**config.mk**
```make
export PLATFORM = sky130hd
export DESIGN_NAME = zigzag_row_filter
export DESIGN_NICKNAME = d
export VERILOG_FILES = /design/src/hdl/zrf_pkg.sv /design/src/hdl/zrf_front.sv /design/src/hdl/zrf_pixel.sv /design/src/hdl/zrf_out.sv /design/src/hdl/zigzag_row_filter.sv
export SDC_FILE = /design/constraint.sdc
export NUM_CORES = 1
export LEC_CHECK = 0
export BUFFER_PORTS_ARGS = -buffer_cell sky130_fd_sc_hd__buf_2
export CORE_ASPECT_RATIO = 0.7
export CORE_MARGIN = 3
export CORE_UTILIZATION = 33
export DETAILED_ROUTE_END_ITERATION = 10
export GPL_TIMING_DRIVEN = 0
export PLACE_DENSITY = 0.6
export SKIP_LAST_GASP = 1
export SLEW_MARGIN = 20
export SYNTH_ARGS = -nofsm -noshare
export SYNTH_HDL_FRONTEND = slang
export SYNTH_SLANG_ARGS = --single-unit
```
**constraint.sdc**
```tcl
create_clock -name aclk -period 11.7 [get_ports aclk]
set_input_delay 1.17 -clock aclk [delete_from_list [all_inputs] [get_ports aclk]]
set_output_delay 1.17 -clock aclk [all_outputs]
set_load 0.05 [all_outputs]
```
**src/hdl/zrf_pkg.sv**
```systemverilog
package zrf_pkg;

    // Largest supported frame dimension and the widths that follow from it
    localparam int MAX_DIM = 4096;
    localparam int CNT_W   = $clog2(MAX_DIM);
    localparam int DIM_W   = CNT_W + 1;

    localparam int CHAN_W  = 8;
    localparam int NCHAN   = 3;
    localparam int PIX_W   = CHAN_W * NCHAN;
    localparam int NTAPS   = 5;

    // Configuration register map
    localparam int CFG_IDX_W = 8;
    localparam logic [CFG_IDX_W-1:0] REG_IMAGE_WIDTH  = CFG_IDX_W'(0);
    localparam logic [CFG_IDX_W-1:0] REG_IMAGE_HEIGHT = CFG_IDX_W'(1);
    localparam logic [DIM_W-1:0] IMAGE_WIDTH_RESET  = DIM_W'(640);
    localparam logic [DIM_W-1:0] IMAGE_HEIGHT_RESET = DIM_W'(480);

    localparam logic [CHAN_W-1:0] WHITE = {CHAN_W{1'b1}};

    // Sum of five channels divided by 5 as (sum * 3277) >> 14; exact for sum <= 1275
    localparam int SUM_W      = CHAN_W + 3;
    localparam int MUL_W      = 12;
    localparam int PROD_W     = SUM_W + MUL_W;
    localparam int DIV5_SHIFT = 14;
    localparam logic [MUL_W-1:0] DIV5_MUL = MUL_W'(3277);

    // Index of the last result an input word produces (0 to 2)
    localparam int IDX_W = 2;

    typedef enum logic [1:0] {
        MODE_WHITE,
        MODE_MEAN,
        MODE_LEFT,
        MODE_RIGHT
    } mode_t;

    // Work handed from the front end to the pixel unit
    typedef struct packed {
        logic [NTAPS-1:0][PIX_W-1:0] taps;      // taps[0] is column-2, taps[4] column+2
        mode_t                       mode;      // mode of the first result
        logic [IDX_W-1:0]            last_idx;  // index of the job's last result
        logic                        row_end;   // job ends a row
        logic                        frame_end; // job ends the frame
    } job_t;

    typedef struct packed {
        logic [PIX_W-1:0] pix;       // blue low, then green, then red
        logic             row_end;
        logic             frame_end;
    } res_t;

endpackage

```
**src/hdl/zrf_front.sv**
```systemverilog
module zrf_front
    import zrf_pkg::*;
(
    input  logic             aclk,
    input  logic             aresetn,
    input  logic             s_tvalid,
    output logic             s_tready,
    input  logic [PIX_W-1:0] s_tdata,
    input  logic [DIM_W-1:0] width,
    input  logic [DIM_W-1:0] height,
    input  logic             out_ready,
    output logic             job_valid,
    output job_t             job,
    output logic [IDX_W-1:0] res_idx
);

    logic [3:0][PIX_W-1:0] win_reg;
    logic [CNT_W-1:0]      col_reg;
    logic [CNT_W-1:0]      row_reg;
    logic                  job_valid_reg;
    job_t                  job_reg;
    logic [IDX_W-1:0]      idx_reg;

    logic             accept;
    logic             adv;
    logic             job_done;
    logic             last_col;
    logic             last_row;
    logic             col_ge2;
    logic             border;
    logic             emit_any;
    job_t             job_next;

    assign adv      = job_valid_reg && out_ready;
    assign job_done = adv && (idx_reg == job_reg.last_idx);
    assign s_tready = !job_valid_reg || job_done;
    assign accept   = s_tvalid && s_tready;

    assign last_col = ({1'b0, col_reg} + DIM_W'(1)) >= width;
    assign last_row = ({1'b0, row_reg} + DIM_W'(1)) >= height;
    assign col_ge2  = col_reg >= CNT_W'(2);
    assign emit_any = col_ge2 || last_col;
    // Border test for column col-2
    assign border   = (row_reg < CNT_W'(2)) || (({1'b0, row_reg} + DIM_W'(2)) >= height)
                   || (col_reg < CNT_W'(4)) || ({1'b0, col_reg} >= width);

    always_comb begin
        job_next.taps[0]   = win_reg[3];
        job_next.taps[1]   = win_reg[2];
        job_next.taps[2]   = win_reg[1];
        job_next.taps[3]   = win_reg[0];
        job_next.taps[4]   = s_tdata;
        job_next.row_end   = last_col;
        job_next.frame_end = last_col && last_row;
        if (!last_col) begin
            job_next.last_idx = IDX_W'(0);
        end else if (col_ge2) begin
            job_next.last_idx = IDX_W'(2);
        end else begin
            job_next.last_idx = {1'b0, col_reg[0]};
        end
        if (!col_ge2 || border) begin
            job_next.mode = MODE_WHITE;
        end else begin
            case (row_reg[1:0])
                2'd1:    job_next.mode = MODE_LEFT;
                2'd3:    job_next.mode = MODE_RIGHT;
                default: job_next.mode = MODE_MEAN;
            endcase
        end
    end

    always_ff @(posedge aclk) begin
        if (!aresetn) begin
            win_reg       <= '0;
            col_reg       <= '0;
            row_reg       <= '0;
            job_valid_reg <= 1'b0;
            idx_reg       <= '0;
        end else if (accept) begin
            win_reg       <= {win_reg[2:0], s_tdata};
            job_valid_reg <= emit_any;
            job_reg       <= job_next;
            idx_reg       <= '0;
            if (last_col) begin
                col_reg <= '0;
                row_reg <= last_row ? '0 : row_reg + CNT_W'(1);
            end else begin
                col_reg <= col_reg + CNT_W'(1);
            end
        end else if (job_done) begin
            job_valid_reg <= 1'b0;
        end else if (adv) begin
            idx_reg <= idx_reg + IDX_W'(1);
        end
    end

    assign job_valid = job_valid_reg;
    assign job       = job_reg;
    assign res_idx   = idx_reg;

endmodule

```
**src/hdl/zrf_pixel.sv**
```systemverilog
module zrf_pixel
    import zrf_pkg::*;
(
    input  job_t             job,
    input  logic [IDX_W-1:0] res_idx,
    output res_t             res
);

    logic [NCHAN-1:0][SUM_W-1:0]  sum;
    logic [NCHAN-1:0][PROD_W-1:0] prod;
    logic [NCHAN-1:0][CHAN_W-1:0] mean;
    logic [PIX_W-1:0]             pix_first;
    logic                         is_last;

    always_comb begin
        for (int k = 0; k < NCHAN; k++) begin
            sum[k] = SUM_W'(job.taps[0][CHAN_W*k +: CHAN_W])
                   + SUM_W'(job.taps[1][CHAN_W*k +: CHAN_W])
                   + SUM_W'(job.taps[2][CHAN_W*k +: CHAN_W])
                   + SUM_W'(job.taps[3][CHAN_W*k +: CHAN_W])
                   + SUM_W'(job.taps[4][CHAN_W*k +: CHAN_W]);
            prod[k] = PROD_W'(sum[k]) * PROD_W'(DIV5_MUL);
            mean[k] = prod[k][DIV5_SHIFT +: CHAN_W];
        end
    end

    always_comb begin
        case (job.mode)
            MODE_MEAN:  pix_first = mean;
            MODE_LEFT:  pix_first = job.taps[0];
            MODE_RIGHT: pix_first = job.taps[NTAPS-1];
            default:    pix_first = {NCHAN{WHITE}};
        endcase
    end

    // Only the first result of a job can lie inside the frame; flushed ones are white
    assign is_last       = res_idx == job.last_idx;
    assign res.pix       = (res_idx == IDX_W'(0)) ? pix_first : {NCHAN{WHITE}};
    assign res.row_end   = job.row_end && is_last;
    assign res.frame_end = job.frame_end && is_last;

endmodule

```
**src/hdl/zrf_out.sv**
```systemverilog
module zrf_out
    import zrf_pkg::*;
(
    input  logic             aclk,
    input  logic             aresetn,
    input  logic             in_valid,
    output logic             in_ready,
    input  res_t             in_res,
    output logic             m_tvalid,
    input  logic             m_tready,
    output logic [PIX_W-1:0] m_tdata,
    output logic             m_tlast,
    output logic             m_tuser
);

    logic out_valid_reg;
    res_t out_reg;
    logic skid_valid_reg;
    res_t skid_reg;

    assign in_ready = !skid_valid_reg;

    always_ff @(posedge aclk) begin
        if (!aresetn) begin
            out_valid_reg  <= 1'b0;
            skid_valid_reg <= 1'b0;
        end else if (!out_valid_reg || m_tready) begin
            if (skid_valid_reg) begin
                out_valid_reg  <= 1'b1;
                out_reg        <= skid_reg;
                skid_valid_reg <= 1'b0;
            end else begin
                out_valid_reg <= in_valid;
                out_reg       <= in_res;
            end
        end else if (in_valid && in_ready) begin
            // hold the word that arrived while the output was stalled
            skid_valid_reg <= 1'b1;
            skid_reg       <= in_res;
        end
    end

    assign m_tvalid = out_valid_reg;
    assign m_tdata  = out_reg.pix;
    assign m_tlast  = out_reg.row_end;
    assign m_tuser  = out_reg.frame_end;

endmodule

```
**src/hdl/zigzag_row_filter.sv**
```systemverilog
// Zigzag row filter for a raster stream of BGR pixels.
// Input words arrive on s_* one pixel each; output words leave on m_* in the
// same raster order, two columns behind the input. Rows 0 and 2 (mod 4) give
// the mean of five horizontal neighbors, row 1 copies the pixel two columns to
// the left, row 3 the one two columns to the right, and a two-pixel frame on
// every side is white. m_tlast marks the last pixel of a row, m_tuser the last
// pixel of the frame.
// cfg_* writes image_width (index 0) and image_height (index 1); write them
// only while the stream is idle. cfg_ready is always high.
// Throughput: one input word per cycle while the receiver keeps m_tready high. The
// input word that ends a row also flushes the row's pending pixels and produces
// up to three output words, one per cycle, so s_tready drops at each row end.
// The first result word of an accepted input word passes the job register
// and then the output register on its way to m_*; flushed words follow one
// per cycle while m_tready is high.
// A two-word output buffer decouples m_tready from s_tready; with the
// receiver stalled the block takes words until the job register and the
// buffer are full, and nothing is lost.
// Reset clears the counters, the pixel window and all valid flags, and loads
// width 640 and height 480.
module zigzag_row_filter
    import zrf_pkg::*;
(
    input  logic                 aclk,
    input  logic                 aresetn,
    // pixel input
    input  logic                 s_tvalid,
    output logic                 s_tready,
    input  logic [PIX_W-1:0]     s_tdata,   // blue_in, green_in, red_in
    // filtered output
    output logic                 m_tvalid,
    input  logic                 m_tready,
    output logic [PIX_W-1:0]     m_tdata,   // blue_out, green_out, red_out
    output logic                 m_tlast,   // row_end
    output logic                 m_tuser,   // frame_end
    // register writes
    input  logic                 cfg_valid,
    output logic                 cfg_ready,
    input  logic [CFG_IDX_W-1:0] cfg_index,
    input  logic [DIM_W-1:0]     cfg_data
);

    logic [DIM_W-1:0] image_width_reg;
    logic [DIM_W-1:0] image_height_reg;
    logic [DIM_W-1:0] width;
    logic [DIM_W-1:0] height;

    logic             out_ready;
    logic             job_valid;
    job_t             job;
    logic [IDX_W-1:0] res_idx;
    res_t             res;

    assign cfg_ready = 1'b1;

    always_ff @(posedge aclk) begin
        if (!aresetn) begin
            image_width_reg  <= IMAGE_WIDTH_RESET;
            image_height_reg <= IMAGE_HEIGHT_RESET;
        end else if (cfg_valid && cfg_ready) begin
            case (cfg_index)
                REG_IMAGE_WIDTH:  image_width_reg  <= cfg_data;
                REG_IMAGE_HEIGHT: image_height_reg <= cfg_data;
                default: ;
            endcase
        end
    end

    // Clamp dimensions to 1 .. MAX_DIM
    always_comb begin
        if (image_width_reg == '0) begin
            width = DIM_W'(1);
        end else if (image_width_reg > DIM_W'(MAX_DIM)) begin
            width = DIM_W'(MAX_DIM);
        end else begin
            width = image_width_reg;
        end
        if (image_height_reg == '0) begin
            height = DIM_W'(1);
        end else if (image_height_reg > DIM_W'(MAX_DIM)) begin
            height = DIM_W'(MAX_DIM);
        end else begin
            height = image_height_reg;
        end
    end

    // Window, counters and the job register
    zrf_front u_front (
        .aclk      (aclk),
        .aresetn   (aresetn),
        .s_tvalid  (s_tvalid),
        .s_tready  (s_tready),
        .s_tdata   (s_tdata),
        .width     (width),
        .height    (height),
        .out_ready (out_ready),
        .job_valid (job_valid),
        .job       (job),
        .res_idx   (res_idx)
    );

    // Mean, copy or white for the current result of the job
    zrf_pixel u_pixel (
        .job     (job),
        .res_idx (res_idx),
        .res     (res)
    );

    // Output register with skid buffer
    zrf_out u_out (
        .aclk     (aclk),
        .aresetn  (aresetn),
        .in_valid (job_valid),
        .in_ready (out_ready),
        .in_res   (res),
        .m_tvalid (m_tvalid),
        .m_tready (m_tready),
        .m_tdata  (m_tdata),
        .m_tlast  (m_tlast),
        .m_tuser  (m_tuser)
    );

    // A job never steps past its last result
    assert property (@(posedge aclk) disable iff (!aresetn)
        job_valid |-> (res_idx <= job.last_idx))
        else $error("result index past end of job");

    // The buffer only refuses words while the output holds one
    assert property (@(posedge aclk) disable iff (!aresetn)
        !out_ready |-> m_tvalid)
        else $error("skid full with empty output");

    // Frame end only comes with a row end
    assert property (@(posedge aclk) disable iff (!aresetn)
        (job_valid && res.frame_end) |-> res.row_end)
        else $error("frame end without row end");

    // Every accepted word starts its job at the first result
    assert property (@(posedge aclk) disable iff (!aresetn)
        (s_tvalid && s_tready) |=> (!job_valid || res_idx == IDX_W'(0)))
        else $error("new job did not start at its first result");

endmodule

```
Yosys cells after proc, flatten, opt, wreduce, memory -nomap -nowiden:

Cells that the tools add are included.

* $add $sub $neg: 18
* multipliers: 3
* $lt $le $gt $ge: 9
* eq/ne operators: 7
* mux-type cells: 14
* bitwise logic cells: 4
* reduce and logical (&&, ||, !) cells: 32

Operators by type and width (number)
* adder 11 x 8 -> 11 bit: 9
* one-hot mux 24 bit (3 select lines): 1
* multiplier 11 x 12 -> 22 bit, second input constant: 3
* two-way mux 13 bit: 4
* >= comparator 13 bit: 3
* adder 8 x 8 -> 9 bit: 3
* adder 12 x 1 -> 13 bit, second input constant: 2
* > comparator 13 bit, second input constant: 2
* logical NOT 13 bit: 2
* two-way mux 26 bit: 1
* adder 12 x 1 -> 12 bit, second input constant: 2
* two-way mux 12 bit: 2
* two-way mux 24 bit: 1
* adder 12 x 2 -> 13 bit, second input constant: 1
* >= comparator 12 x 13 -> 1 bit: 1
* >= comparator 12 x 2 -> 1 bit, second input constant: 1
* < comparator 12 x 2 -> 1 bit, second input constant: 1
* < comparator 12 x 3 -> 1 bit, second input constant: 1
* AND reduction 2 bit: 6
* == test 8 x 1 -> 1 bit, second input constant: 1
* logical NOT 8 bit: 1
* logical OR 1 bit: 7
* == test 2 bit, second input constant: 3
* logical AND 1 bit: 6
* other kinds (12): 23

* register bits: 329
* bits of input ports: 50
* output and inout bits: 29
* word-level logic and storage cells: 115

Depth between registers and ports, before layout:

* depth in word-level cells: 8
* depth in mapped cells: 39
* mapped depth without buffers: 39

By module:

Synthesis repeated with hierarchy kept, for this count alone.

* cells, all modules: 2386
* area total of the unflattened synthesis: 23700.2 um^2

Modules (own cells, without submodules)
* zrf_front: times used 1, cells an instance 935, area an instance 10322.4 um^2, sequential area each 6246.0 um^2
* zrf_pixel: times used 1, cells an instance 1214, area an instance 10090.9 um^2, sequential area each 0.0 um^2
* zrf_out: times used 1, cells an instance 91, area an instance 2000.7 um^2, sequential area each 1601.5 um^2
* zigzag_row_filter: times used 1, cells an instance 146, area an instance 1286.2 um^2, sequential area each 520.5 um^2

Least setup slack after synthesis:

No wires, ideal clock.

* path type: flip-flop to flip-flop
* start point: register u_front.job_reg (netlist bit u_front.job[6])
* end point: register u_out.out_reg (netlist bit u_out.m_tdata[6]) (data pin)
* library setup time: 140 ps
* arrival: 8064 ps
* required time: 11560 ps
* path slack: 3496 ps
* cell stages (with the launch flop): 33
* path buffers: 0
* period minus slack after synthesis: 8204 ps
* cells stage by stage: edfxtp_1 ha_1 inv_1 fa_1 fa_1 inv_1 fa_1 ha_1 fa_1 a21oi_1 nor2_1 nor2_1 o21bai_1 a21oi_1 o21bai_1 a21oi_1 xor2_1 ha_1 inv_1 fa_1 inv_1 fa_1 fa_1 fa_1 inv_1 ha_1 a21o_1 a21o_1 a2111oi_4 o211ai_2 and4_4 or3_1 a21oi_2

* longest elaborated chain between the ends: 8

RTL lines
* start, declared: line zrf_front.sv:21 `job_t job_reg;`
* start signal, assigned: line zrf_front.sv:83 `job_reg <= job_next;`
* adder 8 x 8 -> 9 bit: line zrf_pixel.sv:18 `+ SUM_W'(job.taps[1][CHAN_W*k +: CHAN_W])`
* adder 11 x 8 -> 11 bit: line zrf_pixel.sv:19 `+ SUM_W'(job.taps[2][CHAN_W*k +: CHAN_W])`
* adder 11 x 8 -> 11 bit: line zrf_pixel.sv:20 `+ SUM_W'(job.taps[3][CHAN_W*k +: CHAN_W])`
* adder 11 x 8 -> 11 bit: line zrf_pixel.sv:21 `+ SUM_W'(job.taps[4][CHAN_W*k +: CHAN_W]);`
* multiplier 11 x 12 -> 22 bit: line zrf_pixel.sv:22 `prod[k] = PROD_W'(sum[k]) * PROD_W'(DIV5_MUL);`
* one-hot mux 24 bit (3 select lines): line zrf_pixel.sv:28 `case (job.mode)`
* two-way mux 24 bit: line zrf_pixel.sv:38 `assign res.pix = (res_idx == IDX_W'(0)) ? pix_first : {NCHAN{WHITE}};`
* two-way mux 26 bit: line zrf_out.sv:28 `if (skid_valid_reg) begin`
* end signal, assigned: line zrf_out.sv:30 `out_reg <= skid_reg;`
* end signal, assigned: line zrf_out.sv:34 `out_reg <= in_res;`
* end, declared: line zrf_out.sv:17 `res_t out_reg;`

Every way passes these cells.
A chain may end at the register's enable or synchronous reset.

Worst setup path in the final report:

* start point: register u_front.job_reg (netlist bit u_front.job[22])
* end point: register u_out.out_reg (netlist bit u_out.m_tdata[21]) (data pin)

Same word-level chain as after synthesis.

==> impl_metrics.tcl <==
set metrics [dict create \
    rsz0062_at_grt "no" \
    drt_iter0_drc 1055 \
    clk_pin_slew_ns 0.06 \
    crit_required_ns 11.97 \
    fp-row-count 80 \
    syn2layout_area_growth_pct 12.1 \
    die-area_sq_mm 0.0730 \
    top_usage_layer "met2" \
    startpoint_type "flop" \
    ys_seq_area_frac 0.364 \
    yosysMostFrequentCell "inv_1" \
    yosysUniqueCellTypes 74 \
    fin_cells 3319 \
    synth_common_cells "373 x inv_1, 304 x nand2_1, 301 x ha_1, 178 x edfxtp_1, 151 x dfxtp_1" \
    cts.path.max_buffers 3 \
    path_max_fanout 3 \
    wl_per_cell_um 17.4 \
    n_fill_cell 6785 \
    grt_max_degree 82 \
    pin_count 79 \
    critical_path_class "reg2reg" \
    cts-hold-fix-buffers 0 \
    synth_fa_ha_area_frac 0.289 \
    synth_xor_area_frac 0.0369 \
    place_inst 3249 \
    synth_compound_area_frac 0.117 \
    seq_area_sq_mm 0.00837 \
    yosys.area.top_type_share 0.232 \
    vias_per_cell 4.83 \
    finalSetupViolations 0 \
    multi_input_area_sq_mm 0.0129 \
    critPathSlowestCell "fa_1" \
    use_met1 0.236 \
    routed_wl_mm 57.8 \
    gr-usage-met3 0.0368 \
    relSlewSlack 0.326 \
    postCtsResizedCells 0 \
    die_h_um 227 \
    ys_top_cells_by_area "edfxtp_1 23%, ha_1 16%, dfxtp_1 13%, fa_1 13%, inv_1 6.1%" \
    post_cts_buffers 0 \
    grt_usage 0.161 \
    grt_pass1_vias 16592 \
    met2_usage 0.240 \
    status "completed" \
    synth_edf_count 178 \
    clock-root-buffer "clkbuf_16" \
    slew_viol_final 0 \
    hold_start "u_front.job_next[29]" \
    hold_violations 0 \
    period_minus_slack_ns 9.25 \
    ant_nets 0 \
    io_buffer_count 77 \
    grt_pass1_wl_mm 91.9 \
    antenna_found_initial 8 \
    syn_nets 2763 \
    fin_setup_tns_ns 0 \
    gp_congestion 0.886 \
    numClockSinks 329 \
    period_share 0.791 \
    yosysWarnings 0 \
    start_util 0.336 \
    synth_top_area_cell "edfxtp_1" \
    synth-seq-cells 329 \
    clock-skew-final_ns 0.0284 \
    async_flop_share 0 \
    die_w_um 322 \
    slowest_delay_ns 0.52 \
    synthFlopType "edfxtp_1" \
    maxCapViolations 0 \
    remaining_drc_errors 0 \
    hold_path.class "reg2reg" \
    syn_area_sq_mm 0.0230 \
    nNetsFinal 2881 \
    clk_latency_ns 0.55 \
    cts_made_buffers 37 \
    synth_top_family_by_area "adder cells" \
    postSynthCellCount 2268 \
    post_synth.cell_area_avg_sq_um 10.1 \
    first_pass_iters 5 \
    cts_tree "yes" \
    core_sq_mm 0.0686 \
    clock.fmax_mhz 108 \
    largest_reg_flops 126 \
    tightest_slew_ns 1.01 \
    critPathLaunch "u_front.job[22]" \
    overflow 0 \
    cp.arrival_ns 9.52 \
    r2r-start "u_front.job[22]" \
    vias 16019 \
    cts_max_level 2 \
    drive_above_1_share 0.0725 \
    synthSimpleGateAreaFrac 0.101 \
    muxShareOfSynthArea 0.0184 \
    cp-end-kind "flop" \
    dpl.hpwl_mm 46.2 \
]
-- cells in the final DEF (no fill, tap or decap), types with 19 or more instances in the layout --
| cell | synthesis | routed |
|---|---|---|
| buf_2 | 7 | 83 |
| nor2_1 | 57 | 57 |
| dfxtp_1 | 151 | 151 |
| nor2b_1 | 40 | 40 |
| a21boi_0 | 86 | 86 |
| a21oi_1 | 75 | 75 |
| clkbuf_1 | 61 | 73 |
| o21bai_1 | 19 | 19 |
| xor2_1 | 28 | 28 |
| ha_1 | 301 | 301 |
| inv_1 | 373 | 373 |
| mux2i_1 | 30 | 30 |
| fa_1 | 144 | 144 |
| edfxtp_1 | 178 | 178 |
| nand2_1 | 304 | 304 |
| clkbuf_16 | 0 | 40 |
| a21boi_1 | 23 | 23 |
| o21ai_0 | 35 | 35 |
| xnor2_1 | 69 | 69 |
| nand3_1 | 32 | 32 |
| a21o_1 | 38 | 38 |
-- per-layer routing --
metal  vias up  part of all wire
li1       7841                 -
met1      7719              0.49
met2       378              0.42
met3        73             0.068
met4         8             0.021
met5         -           0.00085
-- critical path: cells and delay by family (launching register included) --
| kind | cells | cell delay (ns) |
|---|---|---|
| flops | 1 | 0.36 |
| compound gates | 11 | 2.28 |
| buf+inv | 7 | 0.46 |
| xor+xnor | 3 | 0.51 |
| simple gates | 4 | 0.68 |
| fa+ha+maj | 11 | 4.65 |
-- path summary, 6_finish.rpt --
path / end / slack [ns] / depth (start not counted)
worst min register to register: u_front.job[29] / 0.43 / 0
worst max-delay path: u_out.m_tdata[21] / 2.45 / 36
worst max register to register: u_out.m_tdata[21] / 2.45 / 36
worst min-delay path: u_front.job[29] / 0.43 / 0
-- area by class of cell --
type                            instances  area share
Antenna cell                            4    0.000388
Buffer                                 73      0.0116
Clock buffer                           58      0.0438
Clock inverter                          8     0.00281
Inverter                              374      0.0544
Multi-Input combinational cell       1492       0.502
Sequential cell                       329       0.324
Tap cell                              902      0.0438
Timing Repair Buffer                   79      0.0168
-- stage by stage --
stage / area [sq um] / utilization / hold slack [ns] / setup slack [ns]
floorplan: 23000 / - / 0.408 / 3.50
global placement: 24500 / 0.358 / 0.410 / 2.63
detailed placement: 24600 / 0.359 / 0.416 / 2.51
CTS: 25800 / 0.376 / 0.426 / 2.49
global route: 25800 / 0.376 / 0.438 / 1.85
finish: 25800 / 0.376 / 0.428 / 2.45
-- cell families (layout without fill, tap and decap cells) --
family,Yosys count,after routing
other,1,5
AOI/OAI and AO/OA,388,388
xor gates and xnor gates,97,97
and+or+nand+nor,520,520
muxes,41,41
buffers and inverters,447,592
DFF,329,329
adders and majority gates,445,445
Power is not shown: default switching activity piles up to over one toggle a cycle in this logic, so the estimate is an artifact.
